### config.mk
export PLATFORM = sky130hd
export DESIGN_NAME = signed_radix_to_symbols_flat
export DESIGN_NICKNAME = d
export VERILOG_FILES = /design/src/sr2s_pkg.sv /design/src/sr2s_in_if.sv /design/src/sr2s_out_if.sv /design/src/sr2s_front.sv /design/src/sr2s_queue.sv /design/src/sr2s_back.sv /design/src/signed_radix_to_symbols.sv /design/src/flat_wrapper.sv
export SDC_FILE = /design/constraint.sdc
export NUM_CORES = 2
export LEC_CHECK = 0
export ABC_AREA = 1
export BUFFER_PORTS_ARGS = -buffer_cell sky130_fd_sc_hd__clkbuf_2
export CAP_MARGIN = 5
export CORE_UTILIZATION = 39
export DETAILED_ROUTE_END_ITERATION = 8
export PLACE_DENSITY = 0.59
export SYNTH_ARGS = -nofsm -noshare
export SYNTH_HDL_FRONTEND = slang
export SYNTH_HIERARCHICAL = 1
export SYNTH_SLANG_ARGS = --single-unit
### constraint.sdc
create_clock -name i_clk -period 14.8 [get_ports i_clk]
set_input_delay 2.96 -clock i_clk [delete_from_list [all_inputs] [get_ports i_clk]]
set_output_delay 2.96 -clock i_clk [all_outputs]
set_load 0.02 [all_outputs]
### src/sr2s_pkg.sv
// Shared types, constants and helpers for signed_radix_to_symbols.
// No dependencies; imported by every module of the block.
package sr2s_pkg;

    localparam int ALPHA_WORDS = 5;
    localparam int MAX_SYMBOLS = 40;
    localparam int MAG_W       = 32;
    localparam int DIGIT_W     = 6;
    localparam int MAX_DIGITS  = 32;
    localparam int DIGIT_AW    = 5;
    localparam int DIV_BITS    = 8;
    localparam int DIV_STEPS   = MAG_W / DIV_BITS;
    localparam int DIV_SW      = 2;
    localparam int QUEUE_DEPTH = 2;
    localparam int QUEUE_AW    = 1;
    localparam int CFG_IDX_W   = 3;

    localparam logic [7:0] SYM_PLUS  = 8'd43;
    localparam logic [7:0] SYM_MINUS = 8'd45;
    localparam logic [7:0] SYM_LOW   = 8'd32;
    localparam logic [7:0] SYM_HIGH  = 8'd126;

    localparam logic [DIGIT_W-1:0] RADIX_MIN = 6'd2;
    localparam logic [DIGIT_W-1:0] RADIX_MAX = DIGIT_W'(MAX_SYMBOLS);

    localparam logic [CFG_IDX_W-1:0] CFG_RADIX = 3'd5;

    typedef logic [ALPHA_WORDS-1:0][7:0][7:0] t_alphabet;

    typedef struct packed {
        logic             neg;
        logic [MAG_W-1:0] mag;
    } t_job;

    function automatic logic [7:0] sym_at(t_alphabet a, logic [DIGIT_W-1:0] idx);
        logic [7:0] s;
        s = 8'd0;
        if (idx[5:3] < 3'(ALPHA_WORDS)) begin
            s = a[idx[5:3]][idx[2:0]];
        end
        return s;
    endfunction

endpackage

### src/sr2s_in_if.sv
// Input channel: one signed 32-bit number per word.
// Depends on nothing.
interface sr2s_in_if;
    logic              valid;
    logic              ready;
    logic signed [31:0] number;

    modport source (output valid, output number, input ready);
    modport sink   (input valid, input number, output ready);
endinterface

### src/sr2s_out_if.sv
// Output channel: one symbol code per word with a last-of-run flag.
// Depends on nothing.
interface sr2s_out_if;
    logic       valid;
    logic       ready;
    logic [6:0] symbol;
    logic       final_res;

    modport source (output valid, output symbol, output final_res, input ready);
    modport sink   (input valid, input symbol, input final_res, output ready);
endinterface

### src/sr2s_front.sv
// Front end: configuration registers, alphabet checker, input classification.
// Depends on sr2s_pkg and sr2s_in_if.
module sr2s_front (
    input  logic                              i_clk,
    input  logic                              i_rst_n,
    input  logic                              i_cfg_wr_en,
    input  logic [sr2s_pkg::CFG_IDX_W-1:0]    i_cfg_index,
    input  logic [63:0]                       i_cfg_wdata,
    sr2s_in_if.sink                           i_num_ch,
    output logic                              o_push,
    output sr2s_pkg::t_job                    o_job,
    input  logic                              i_full,
    output sr2s_pkg::t_alphabet               o_alpha,
    output logic [sr2s_pkg::DIGIT_W-1:0]      o_radix
);
    import sr2s_pkg::*;

    t_alphabet          r_alpha;
    logic [DIGIT_W-1:0] r_radix;
    logic               r_chk_busy;
    logic               r_alpha_ok;
    logic [DIGIT_W-1:0] r_chk_idx;
    logic [127:0]       r_seen;

    logic [7:0] chk_sym;
    logic       sym_bad;
    logic       len_bad;

    assign chk_sym = sym_at(r_alpha, r_chk_idx);
    assign sym_bad = (chk_sym < SYM_LOW) || (chk_sym > SYM_HIGH) ||
                     (chk_sym == SYM_PLUS) || (chk_sym == SYM_MINUS) ||
                     r_seen[chk_sym[6:0]];
    assign len_bad = (r_radix < RADIX_MIN) || (r_radix > RADIX_MAX);

    // invalid alphabet: words are taken and dropped
    assign i_num_ch.ready = !r_chk_busy && (!r_alpha_ok || !i_full);
    assign o_push         = i_num_ch.valid && i_num_ch.ready && r_alpha_ok;
    assign o_job.neg      = i_num_ch.number[31];
    assign o_job.mag      = i_num_ch.number[31] ? (~i_num_ch.number + 32'd1)
                                                : i_num_ch.number;
    assign o_alpha        = r_alpha;
    assign o_radix        = r_radix;

    always_ff @(posedge i_clk) begin
        if (!i_rst_n) begin
            r_alpha    <= '0;
            r_radix    <= '0;
            r_chk_busy <= 1'b0;
            r_alpha_ok <= 1'b0;
            r_chk_idx  <= '0;
            r_seen     <= '0;
        end else if (i_cfg_wr_en) begin
            if (i_cfg_index < CFG_IDX_W'(ALPHA_WORDS)) begin
                r_alpha[i_cfg_index] <= i_cfg_wdata;
            end else if (i_cfg_index == CFG_RADIX) begin
                r_radix <= i_cfg_wdata[DIGIT_W-1:0];
            end
            r_chk_busy <= 1'b1;
            r_alpha_ok <= 1'b0;
            r_chk_idx  <= '0;
            r_seen     <= '0;
        end else if (r_chk_busy) begin
            if (len_bad || sym_bad) begin
                r_chk_busy <= 1'b0;
            end else begin
                r_seen[chk_sym[6:0]] <= 1'b1;
                if (r_chk_idx == r_radix - 6'd1) begin
                    r_chk_busy <= 1'b0;
                    r_alpha_ok <= 1'b1;
                end else begin
                    r_chk_idx <= r_chk_idx + 6'd1;
                end
            end
        end
    end

endmodule

### src/sr2s_queue.sv
// Two-entry job queue between front end and back end.
// Depends on sr2s_pkg.
module sr2s_queue (
    input  logic           i_clk,
    input  logic           i_rst_n,
    input  logic           i_push,
    input  sr2s_pkg::t_job i_job,
    output logic           o_full,
    output logic           o_valid,
    output sr2s_pkg::t_job o_job,
    input  logic           i_pop
);
    import sr2s_pkg::*;

    t_job                r_mem [QUEUE_DEPTH];
    logic [QUEUE_AW-1:0] r_wr_ptr;
    logic [QUEUE_AW-1:0] r_rd_ptr;
    logic [QUEUE_AW:0]   r_count;

    logic do_push;
    logic do_pop;

    assign o_full  = (r_count == (QUEUE_AW+1)'(QUEUE_DEPTH));
    assign o_valid = (r_count != '0);
    assign o_job   = r_mem[r_rd_ptr];
    assign do_push = i_push && !o_full;
    assign do_pop  = i_pop && o_valid;

    always_ff @(posedge i_clk) begin
        if (do_push) begin
            r_mem[r_wr_ptr] <= i_job;
        end
    end

    always_ff @(posedge i_clk) begin
        if (!i_rst_n) begin
            r_wr_ptr <= '0;
            r_rd_ptr <= '0;
            r_count  <= '0;
        end else begin
            if (do_push) begin
                r_wr_ptr <= r_wr_ptr + 1'b1;
            end
            if (do_pop) begin
                r_rd_ptr <= r_rd_ptr + 1'b1;
            end
            if (do_push && !do_pop) begin
                r_count <= r_count + 1'b1;
            end else if (do_pop && !do_push) begin
                r_count <= r_count - 1'b1;
            end
        end
    end

endmodule

### src/sr2s_back.sv
// Back end: iterative digit extraction, digit stack, symbol output register.
// Depends on sr2s_pkg and sr2s_out_if.
module sr2s_back (
    input  logic                         i_clk,
    input  logic                         i_rst_n,
    input  logic                         i_valid,
    input  sr2s_pkg::t_job               i_job,
    output logic                         o_pop,
    input  sr2s_pkg::t_alphabet          i_alpha,
    input  logic [sr2s_pkg::DIGIT_W-1:0] i_radix,
    sr2s_out_if.source                   o_sym_ch
);
    import sr2s_pkg::*;

    typedef enum logic [3:0] {
        S_IDLE = 4'b0001,
        S_DIV  = 4'b0010,
        S_SIGN = 4'b0100,
        S_EMIT = 4'b1000
    } t_state;

    t_state             r_state;
    logic [MAG_W-1:0]   r_work;
    logic [DIGIT_W-1:0] r_rem;
    logic [DIV_SW-1:0]  r_step;
    logic               r_neg;
    logic [DIGIT_W-1:0] r_nd;
    logic [DIGIT_W-1:0] r_digits [MAX_DIGITS];
    logic               r_out_valid;
    logic [6:0]         r_out_symbol;
    logic               r_out_final;

    logic [MAG_W-1:0]   n_work;
    logic [DIGIT_W-1:0] n_rem;
    logic               load_ok;
    logic               emit_load;
    logic [DIGIT_W-1:0] top_idx;
    logic [7:0]         emit_sym;

    // restoring division, DIV_BITS quotient bits per cycle
    always_comb begin
        logic [DIGIT_W:0] t;
        n_work = r_work;
        n_rem  = r_rem;
        for (int k = 0; k < DIV_BITS; k++) begin
            t      = {n_rem, n_work[MAG_W-1]};
            n_work = {n_work[MAG_W-2:0], 1'b0};
            if (t >= {1'b0, i_radix}) begin
                n_rem     = DIGIT_W'(t - {1'b0, i_radix});
                n_work[0] = 1'b1;
            end else begin
                n_rem = t[DIGIT_W-1:0];
            end
        end
    end

    assign load_ok   = !r_out_valid || o_sym_ch.ready;
    assign emit_load = load_ok && ((r_state == S_SIGN) || (r_state == S_EMIT));
    assign top_idx   = r_nd - 6'd1;
    assign emit_sym  = sym_at(i_alpha, r_digits[top_idx[DIGIT_AW-1:0]]);
    assign o_pop     = (r_state == S_IDLE) && i_valid;

    assign o_sym_ch.valid     = r_out_valid;
    assign o_sym_ch.symbol    = r_out_symbol;
    assign o_sym_ch.final_res = r_out_final;

    always_ff @(posedge i_clk) begin
        if ((r_state == S_DIV) && (r_step == DIV_SW'(DIV_STEPS - 1))) begin
            r_digits[r_nd[DIGIT_AW-1:0]] <= n_rem;
        end
    end

    always_ff @(posedge i_clk) begin
        if (!i_rst_n) begin
            r_state     <= S_IDLE;
            r_work      <= '0;
            r_rem       <= '0;
            r_step      <= '0;
            r_neg       <= 1'b0;
            r_nd        <= '0;
            r_out_valid <= 1'b0;
        end else begin
            if (o_sym_ch.ready && !emit_load) begin
                r_out_valid <= 1'b0;
            end
            case (r_state)
                S_IDLE: begin
                    if (i_valid) begin
                        r_work  <= i_job.mag;
                        r_neg   <= i_job.neg;
                        r_rem   <= '0;
                        r_step  <= '0;
                        r_nd    <= '0;
                        r_state <= S_DIV;
                    end
                end
                S_DIV: begin
                    r_work <= n_work;
                    r_rem  <= (r_step == DIV_SW'(DIV_STEPS - 1)) ? '0 : n_rem;
                    r_step <= r_step + 1'b1;
                    if (r_step == DIV_SW'(DIV_STEPS - 1)) begin
                        r_nd <= r_nd + 6'd1;
                        if (n_work == '0) begin
                            r_state <= r_neg ? S_SIGN : S_EMIT;
                        end
                    end
                end
                S_SIGN: begin
                    if (load_ok) begin
                        r_out_valid  <= 1'b1;
                        r_out_symbol <= SYM_MINUS[6:0];
                        r_out_final  <= 1'b0;
                        r_state      <= S_EMIT;
                    end
                end
                S_EMIT: begin
                    if (load_ok) begin
                        r_out_valid  <= 1'b1;
                        r_out_symbol <= emit_sym[6:0];
                        r_out_final  <= (r_nd == 6'd1);
                        r_nd         <= top_idx;
                        if (r_nd == 6'd1) begin
                            r_state <= S_IDLE;
                        end
                    end
                end
                default: begin
                    r_state <= S_IDLE;
                end
            endcase
        end
    end

endmodule

### src/signed_radix_to_symbols.sv
// Top level of signed_radix_to_symbols: front end, job queue, back end.
// Depends on sr2s_pkg, sr2s_in_if, sr2s_out_if, sr2s_front, sr2s_queue, sr2s_back.
//
// Usage: write the five alphabet words and radix_length on the cfg port while
// the block is idle. Each write starts an alphabet check of up to 40 symbols
// (one symbol per cycle); i_num_ch.ready stays low until it finishes.
// i_num_ch takes one signed 32-bit word per handshake. With a valid alphabet
// each number yields a run on o_sym_ch: a minus sign if negative, then the
// digits most significant first, final_res set on the last symbol. With an
// invalid alphabet numbers are taken and dropped.
// Timing: digit extraction runs one 8-bit division step per cycle over the
// 32-bit magnitude for each digit, then the symbols leave one per cycle while
// the receiver is ready. A two-word queue lets the next numbers be taken
// while one is converted. o_sym_ch has an output register; when the receiver
// stalls the run holds and, once the queue fills, input ready drops.
// Reset clears the configuration to zero (invalid alphabet) and empties the
// queue and the output register.
module signed_radix_to_symbols (
    input  logic                           i_clk,
    input  logic                           i_rst_n,
    input  logic                           i_cfg_wr_en,
    input  logic [sr2s_pkg::CFG_IDX_W-1:0] i_cfg_index,
    input  logic [63:0]                    i_cfg_wdata,
    sr2s_in_if.sink                        i_num_ch,
    sr2s_out_if.source                     o_sym_ch
);
    import sr2s_pkg::*;

    logic               push;
    t_job               push_job;
    logic               q_full;
    logic               q_valid;
    t_job               q_job;
    logic               pop;
    t_alphabet          alpha;
    logic [DIGIT_W-1:0] radix;

    sr2s_front u_front (
        .i_clk       (i_clk),
        .i_rst_n     (i_rst_n),
        .i_cfg_wr_en (i_cfg_wr_en),
        .i_cfg_index (i_cfg_index),
        .i_cfg_wdata (i_cfg_wdata),
        .i_num_ch    (i_num_ch),
        .o_push      (push),
        .o_job       (push_job),
        .i_full      (q_full),
        .o_alpha     (alpha),
        .o_radix     (radix)
    );

    sr2s_queue u_queue (
        .i_clk   (i_clk),
        .i_rst_n (i_rst_n),
        .i_push  (push),
        .i_job   (push_job),
        .o_full  (q_full),
        .o_valid (q_valid),
        .o_job   (q_job),
        .i_pop   (pop)
    );

    sr2s_back u_back (
        .i_clk    (i_clk),
        .i_rst_n  (i_rst_n),
        .i_valid  (q_valid),
        .i_job    (q_job),
        .o_pop    (pop),
        .i_alpha  (alpha),
        .i_radix  (radix),
        .o_sym_ch (o_sym_ch)
    );

endmodule
### src/flat_wrapper.sv
// flat-port wrapper written by rule: the top's interface ports become plain ports
module signed_radix_to_symbols_flat import sr2s_pkg::*;
  (i_clk, i_rst_n, i_cfg_wr_en, i_cfg_index, i_cfg_wdata, i_num_ch_valid, i_num_ch_number, i_num_ch_ready, o_sym_ch_valid, o_sym_ch_symbol, o_sym_ch_final_res, o_sym_ch_ready);
  sr2s_in_if i_num_ch_i ();
  sr2s_out_if o_sym_ch_i ();
  input  logic i_clk;
  input  logic i_rst_n;
  input  logic i_cfg_wr_en;
  input  logic [sr2s_pkg::CFG_IDX_W-1:0] i_cfg_index;
  input  logic [63:0] i_cfg_wdata;
  input wire logic [$bits(i_num_ch_i.valid)-1:0] i_num_ch_valid;
  input wire logic [$bits(i_num_ch_i.number)-1:0] i_num_ch_number;
  output wire logic [$bits(i_num_ch_i.ready)-1:0] i_num_ch_ready;
  output wire logic [$bits(o_sym_ch_i.valid)-1:0] o_sym_ch_valid;
  output wire logic [$bits(o_sym_ch_i.symbol)-1:0] o_sym_ch_symbol;
  output wire logic [$bits(o_sym_ch_i.final_res)-1:0] o_sym_ch_final_res;
  input wire logic [$bits(o_sym_ch_i.ready)-1:0] o_sym_ch_ready;
  assign i_num_ch_i.valid = i_num_ch_valid;
  assign i_num_ch_i.number = i_num_ch_number;
  assign i_num_ch_ready = i_num_ch_i.ready;
  assign o_sym_ch_valid = o_sym_ch_i.valid;
  assign o_sym_ch_symbol = o_sym_ch_i.symbol;
  assign o_sym_ch_final_res = o_sym_ch_i.final_res;
  assign o_sym_ch_i.ready = o_sym_ch_ready;
  signed_radix_to_symbols u_core (.i_clk(i_clk), .i_rst_n(i_rst_n), .i_cfg_wr_en(i_cfg_wr_en), .i_cfg_index(i_cfg_index), .i_cfg_wdata(i_cfg_wdata), .i_num_ch(i_num_ch_i), .o_sym_ch(o_sym_ch_i));
endmodule
# Yosys cells after proc, flatten, opt, wreduce, memory -nomap -nowiden
# Memory sizes are Yosys's and may differ from the RTL's. A register that Yosys moved wholly into a read port is not among the register bits.
# Index checks and enable logic that the tools add are counted.
[word_totals]
register_bits = 526
ramBits = 258
inputBits = 104
output_inout_bits = 10
word_cells = 243
memories = 2
[classes]
addsub = 18
order_cmp = 23
eq_ne = 17
n_mux = 73
n_bitwise = 6
reduce_logical = 47
[mem_list]
columns = ["memory", "depth", "word_bits", "read_ports", "rd_clocked_by_memory_dff", "write_ports", "line", "text"]
rows = [
  ["u_core.u_back.r_digits", 32, 6, 1, 0, 1, "sr2s_back.sv:28", "logic [DIGIT_W-1:0] r_digits [MAX_DIGITS];"],
  ["u_core.u_queue.r_mem", 2, 33, 1, 1, 1, "sr2s_queue.sv:15", "t_job r_mem [QUEUE_DEPTH];"],
]
[ops]
columns = ["operator", "n"]
rows = [
  ["$bmux W64 S3", 2],
  ["$bwmux W320", 1],
  ["$demux W64 S3", 1],
  ["$mux W64", 3],
  ["$or A128 B128 Y128", 1],
  ["$mux W6", 12],
  ["$mux W32", 2],
  ["$pmux W32 S2", 1],
  ["$ge A7 B6 Y1", 8],
  ["$bmux W8 S3", 2],
  ["$sub A6 B6 Y6", 8],
  ["$add A32 B1 Y32 const B", 1],
  ["$logic_not A32 Y1", 1],
  ["$not A32 Y32", 1],
  ["$mux W4", 7],
  ["$mux W7", 4],
  ["$mux W1", 25],
  ["$lt A3 B4 Y1 const B", 5],
  ["$pmux W6 S3", 1],
  ["$eq A8 B6 Y1 const B", 2],
  ["$mux W8", 2],
  ["$pmux W4 S4", 1],
  ["$pmux W7 S2", 1],
  ["$logic_and A1 B1 Y1", 13],
  ["39 further kinds", 79],
]

# Depth between registers and ports, before layout
[logic_depth]
word_depth = 20
mapped_depth = 88

# Hierarchy
# The synthesis kept the hierarchy.
[by_module_without_submodules]
columns = ["mod", "n_inst", "cells_per_inst", "area_each_um2", "seq_area_each_um2"]
rows = [
  ["sr2s_front", 1, 3261, 21762.1, 9248.9],
  ["sr2s_back", 1, 1961, 16035.4, 7046.8],
  ["sr2s_queue", 1, 140, 2782.7, 2082.0],
]

# Worst setup path before layout
# OpenSTA, ideal clock, no wires.
[synth_path]
path_type = "register to register"
from = "reg u_core.u_front.r_radix[1], in the netlist u_core/u_front/o_radix[1]"
to = "mem u_core.u_back.r_digits[0][1], data pin"
setup_ns = 0.284
t_arrival_ns = 13.507
path_slack_ns = 1.009
stages_incl_launch_ff = 80
n_path_buf = 2
cell_sequence = "dfxtp_1 > inv_1 > ha_1 > nand3_1 > nand2_2 > nand2_2 > nand3_4 > nand2_1 > nand2_1 > ha_1 > a21oi_1 > nand2_1 > nor2_1 > nand2_1 > nand2_1 > nand3_2 > buf_6 > nand2_1 > [44 not listed] > a21oi_1 > o21ai_0 > a21oi_1 > o21bai_1 > a221oi_1 > inv_1 > nor2_2 > nand3_1 > nand2_1 > inv_1 > ha_1 > a21oi_1 > o21ai_0 > a221o_1 > a211oi_1 > nand3_4 > nand2_1 > and2_1"
[synth_between]
elab_chain_len = 16
word_cells_on_any_way = 24
cone_classes = "8 x add/sub; 8 x order compare; 8 x mux"
[synth_lines]
columns = ["item", "line", "text"]
rows = [
  ["start, declared", "sr2s_front.sv:19", "logic [DIGIT_W-1:0] r_radix;"],
  ["start signal, assigned", "sr2s_front.sv:56", "r_radix <= i_cfg_wdata[DIGIT_W-1:0];"],
  ["$sub A6 B6 Y6 / $ge A7 B6 Y1 (equally long branches)", "sr2s_back.sv:49, sr2s_back.sv:48", ""],
  ["$mux W6", "sr2s_back.sv:48", "if (t >= {1'b0, i_radix}) begin"],
  ["$sub A6 B6 Y6 / $ge A7 B6 Y1 (equally long branches)", "sr2s_back.sv:49, sr2s_back.sv:48", ""],
  ["$mux W6", "sr2s_back.sv:48", ""],
  ["$sub A6 B6 Y6 / $ge A7 B6 Y1 (equally long branches)", "sr2s_back.sv:49, sr2s_back.sv:48", ""],
  ["$mux W6", "sr2s_back.sv:48", ""],
  ["$sub A6 B6 Y6 / $ge A7 B6 Y1 (equally long branches)", "sr2s_back.sv:49, sr2s_back.sv:48", ""],
  ["$mux W6", "sr2s_back.sv:48", ""],
  ["$sub A6 B6 Y6 / $ge A7 B6 Y1 (equally long branches)", "sr2s_back.sv:49, sr2s_back.sv:48", ""],
  ["$mux W6", "sr2s_back.sv:48", ""],
  ["$ge A7 B6 Y1 / $sub A6 B6 Y6 (equally long branches)", "sr2s_back.sv:48, sr2s_back.sv:49", ""],
  ["$mux W6", "sr2s_back.sv:48", ""],
  ["$ge A7 B6 Y1 / $sub A6 B6 Y6 (equally long branches)", "sr2s_back.sv:48, sr2s_back.sv:49", ""],
  ["$mux W6", "sr2s_back.sv:48", ""],
  ["$sub A6 B6 Y6 / $ge A7 B6 Y1 (equally long branches)", "sr2s_back.sv:49, sr2s_back.sv:48", ""],
  ["$mux W6 *", "sr2s_back.sv:48", ""],
  ["net u_core.u_back.n_rem[1]", "sr2s_back.sv:34", "logic [DIGIT_W-1:0] n_rem;"],
  ["end, declared", "sr2s_back.sv:28", ""],
]
# The timed path passes the listed nets; every way through them passes the cells marked *.

# Final worst setup path
[layout_path]
from = "reg u_core.u_front.r_radix[4], in the netlist u_core/u_front/o_radix[4]"
to = "mem u_core.u_back.r_digits[7][0], data pin"
[layout_between]
elab_chain_len = 16
word_cells_on_any_way = 23
cone_classes = "7 x add/sub; 8 x order compare; 8 x mux"
[layout_lines]
columns = ["item", "line"]
rows = [
  ["$sub A6 B6 Y6 / $ge A7 B6 Y1 (equally long branches)", "sr2s_back.sv:49, sr2s_back.sv:48"],
  ["$mux W6", "sr2s_back.sv:48"],
  ["$sub A6 B6 Y6 / $ge A7 B6 Y1 (equally long branches)", "sr2s_back.sv:49, sr2s_back.sv:48"],
  ["$mux W6", "sr2s_back.sv:48"],
  ["$ge A7 B6 Y1 / $sub A6 B6 Y6 (equally long branches)", "sr2s_back.sv:48, sr2s_back.sv:49"],
  ["$mux W6", "sr2s_back.sv:48"],
  ["$sub A6 B6 Y6 / $ge A7 B6 Y1 (equally long branches)", "sr2s_back.sv:49, sr2s_back.sv:48"],
  ["$mux W6", "sr2s_back.sv:48"],
  ["$sub A6 B6 Y6 / $ge A7 B6 Y1 (equally long branches)", "sr2s_back.sv:49, sr2s_back.sv:48"],
  ["$mux W6", "sr2s_back.sv:48"],
  ["$sub A6 B6 Y6 / $ge A7 B6 Y1 (equally long branches)", "sr2s_back.sv:49, sr2s_back.sv:48"],
  ["$mux W6", "sr2s_back.sv:48"],
  ["$sub A6 B6 Y6 / $ge A7 B6 Y1 (equally long branches)", "sr2s_back.sv:49, sr2s_back.sv:48"],
  ["$mux W6", "sr2s_back.sv:48"],
  ["$ge A7 B6 Y1 *", "sr2s_back.sv:48"],
  ["$mux W6 *", "sr2s_back.sv:48"],
  ["net u_core.u_back.n_rem[0]", "sr2s_back.sv:34"],
]
# Marks and branches as above.

==> out/metrics.cfg <==
[drt]
wire_per_inst_um = 20.00
detail_route.iter0.violations = 3727
viasPerCell = 5.508
detail-route-antenna-nets = 0
detailroute.via_count = 37115
drt-total-wl_mm = 134.7
drt-pass1-iter-count = 5
remaining_drc_errors = 0

[timing]
layout_worst_path_cycle_share = 0.9169
layout_setup_ws_ns = 1.231
fmax_mhz = 73.70
fin_crit_ns = 13.57
maxSlewViolCount = 0
setup_skew_after_layout_ns = 0.03130
finalSetupViolations = 0
setup_tns_ns = 0
max_slew.worst_pin.slew_ns = 1.126
maxSlewHeadroom = 0.2496
hold_viol_final = 0

[global_route]
grt_overflow_total = 0
globalRouteMet3Util = 0.05239
grt_start_max_net_pins = 116
grtUsageTotal = 0.2465
grt_antenna_before_repair = 16
globalRoute.busiestLayer = met2
first_global_vias = 34675
grtUsageMet1 = 0.3450
grt_first_pass_wirelength_mm = 206.1
use_met2 = 0.3795

[synth]
post_synth.cell_area_avg_um2 = 7.568
largest_family_of_logic_cells_by_synthesized_area = simple AND/OR/NAND/NOR gates
synthTopCellsByCount = nor2_1, nand2_1, o21ai_0
yosys-top-cells-area = dfxtp_1, edfxtp_1, nor2_1
synth_nets = 5532
synth.cell_area_um2 = 40580
netlist_instances = 5362
synth.lib_cells_used.distinct = 61
synthXorXnorAreaFrac = 0.01489
async_reset_ff_frac = 0
synth_compound_gate_area_share = 0.1739
edff_count_synth = 266
synth.ff_latch_count = 785
synth_largest_type_area_fraction = 0.2560
ys_warn_count = 6
synth_ff_type = dfxtp_1
synth_fa_ha_area_frac = 0.02183
post_synth_mux_area_share = 0.01267
synth-seq-area-share = 0.4529
yosys.area.top_type = dfxtp_1
post-synth-top-count-cell = nor2_1
synth_simple_gate_area_frac = 0.2475

[die]
ioPinCount = 114
floorplan.die.height_um = 324.6
rows = 117
fp.dieW_um = 324.6
core_area_um2 = 102500
die_area_um2 = 105300
initial_core_util = 0.3960

[critical_path]
critical_path_arrival_ns = 14.06
critical_path.n_buffers_inverters = 13
timing.critical_path.required_ns = 15.29
setup.worst_path.end_class = flip-flop
cp_max_stage_delay_ns = 0.39
setup.worst_path.class = flip-flop to flip-flop
critical-path-top-cell-by-count = nand2_1
startpoint_kind_of_the_worst_setup_timing_path = flip-flop
critical_path.max_fanout = 32
critPathTopFamily = compound AO/OA/AOI/OAI gates
slowest_stage = dfxtp_1

[placed_design]
dpl.hpwl_mm = 81.10
port_buffers = 113
preCtsSetupSlack_ns = 0.4525
placement.cell_area_um2 = 42030
place_congestion = 0.8646

[job]
max_cap_violations = 0

[layout]
seq_area_um2 = 18390
layout.filler_cells = 10400
multi_input_area_um2 = 19270
final_net_count = 5463
synthToLayoutAreaGrowth_pct = 10.98
final_design_instance_area_without_fill_um2 = 45030
final_layout_size_suffix_gt1_frac = 0.09033
final_core_utilization = 0.4395

[cts]
cts.sinks = 785
maximum_root_to_sink_buffer_count = 3
tritoncts = yes
count_of_h_tree_levels_built_during_cts = 3
cts_inserted_buffers = 92
clkSlewWorstSetupHoldPaths_ns = 0.06
ctsRootBufferMaster = clkbuf_16
clock_latency_ns = 0.67

[status]
status = complete, no violations

[min_path]
min-delay-path-class = flip-flop to flip-flop

[layer usage]
layer	vias up	part of all wire
li1	17906	-
met1	17458	0.45
met2	1471	0.44
met3	254	0.086
met4	26	0.026
met5	-	0.0012
[state kept, by name (all words and copies together), names as in the netlist, 2 cells and up, named ones only]
| name | count |
|---|---|
| u_core/u_back/r_rem | 6 |
| u_core/u_back/r_digits | 192 |
| u_core/u_back/r_state | 4 |
| u_core/u_back/o_sym_ch.symbol | 7 |
| u_core/u_queue/r_count | 2 |
| u_core/u_back/r_step | 2 |
| u_core/u_queue/r_mem | 66 |
| u_core/u_front/r_seen | 128 |
| u_core/u_back/r_work | 32 |
| u_core/u_front/r_chk_idx | 6 |
| u_core/u_front/o_radix | 6 |
| u_core/u_front/o_alpha | 320 |
| u_core/u_back/r_nd | 6 |
[cell type report]
class / count / share of cell area
diodes: 1 / 0.00005557
repair buffers: 196 / 0.02853
clock buffers: 133 / 0.05951
multi-input cells: 3835 / 0.4278
inverters: 383 / 0.03212
well taps: 1368 / 0.03801
flip-flops and latches: 785 / 0.4084
clock inverters: 37 / 0.005612
[through the flow]
stage / instances / hold WS [ns]
after floorplan: 5362 / 0.4084
after global placement: 6564 / 0.4142
after detailed placement: 6564 / 0.4169
after CTS: 6734 / 0.4259
after global routing: 6738 / 0.4436
final: 6738 / 0.4244
[timing repair]
item	4_1_cts	5_1_grt
resized for setup	0	11
endpoints found under the setup margin	0	202
buffers inserted	0	3
hold buffers	0	0
[worst reg2reg max path, delay by kind of cell, from the launching register on]
family | cells | cell delay [ns]
adder cells (fa/ha/maj) | 8 | 2.73
AO/OA/AOI/OAI | 27 | 4.99
AND/OR/NAND/NOR | 32 | 3.74
buffers and inverters | 13 | 1.55
flip-flops | 1 | 0.39
[cell families (layout without fill, tap and decap cells)]
family | after synthesis | count (layout)
flops | 785 | 785
mux | 36 | 36
fa+ha+maj | 66 | 66
xor+xnor | 69 | 69
compound gates | 1256 | 1256
simple gates | 2408 | 2408
other cells | 0 | 1
buf+inv | 742 | 749
[placed cells by master, fill, tap and decap left out, types with 15 or more instances in the layout]
master     Yosys  layout
buf_4         19      76
clkbuf_16      0      95
clkbuf_8       0      17
edfxtp_1     266     266
inv_2         17      16
clkbuf_1     231      22
inv_1        353     348
o21ai_1       53      53
clkinv_2       0      18
nand4_1       41      41
clkinv_1      13      27
a22oi_1       15      15
mux2_4        30      30
o211ai_1      67      67
o22ai_1       35      35
a21oi_1      330     328
nor2_1       990     980
nor3_1        23      21
clkbuf_2       1     112
a31oi_1       49      49
nand3_1      376     376
dfxtp_1      519     513
ha_1          58      58
o221ai_1      49      49
a32o_1        20      20
nand2_1      896     892
xnor2_1       21      21
xor2_1        48      47
o21ai_0      588     585
[path summary, 6_finish.rpt]
| kind | from | end | slack, ns | cells past startpoint |
|---|---|---|---|---|
| setup / recovery | u_core/u_front/o_radix[4] | u_core/u_back/r_digits[7][0] | 1.23 | 80 |
| hold / removal | u_core/u_front/r_seen[5] | u_core/u_front/r_seen[5] | 0.42 | 2 |
| setup reg to reg | u_core/u_front/o_radix[4] | u_core/u_back/r_digits[7][0] | 1.23 | 80 |
| hold reg to reg | u_core/u_front/r_seen[5] | u_core/u_front/r_seen[5] | 0.42 | 2 |
Power is not shown: default switching activity piles up to over one toggle a cycle in this logic, so the estimate is an artifact.
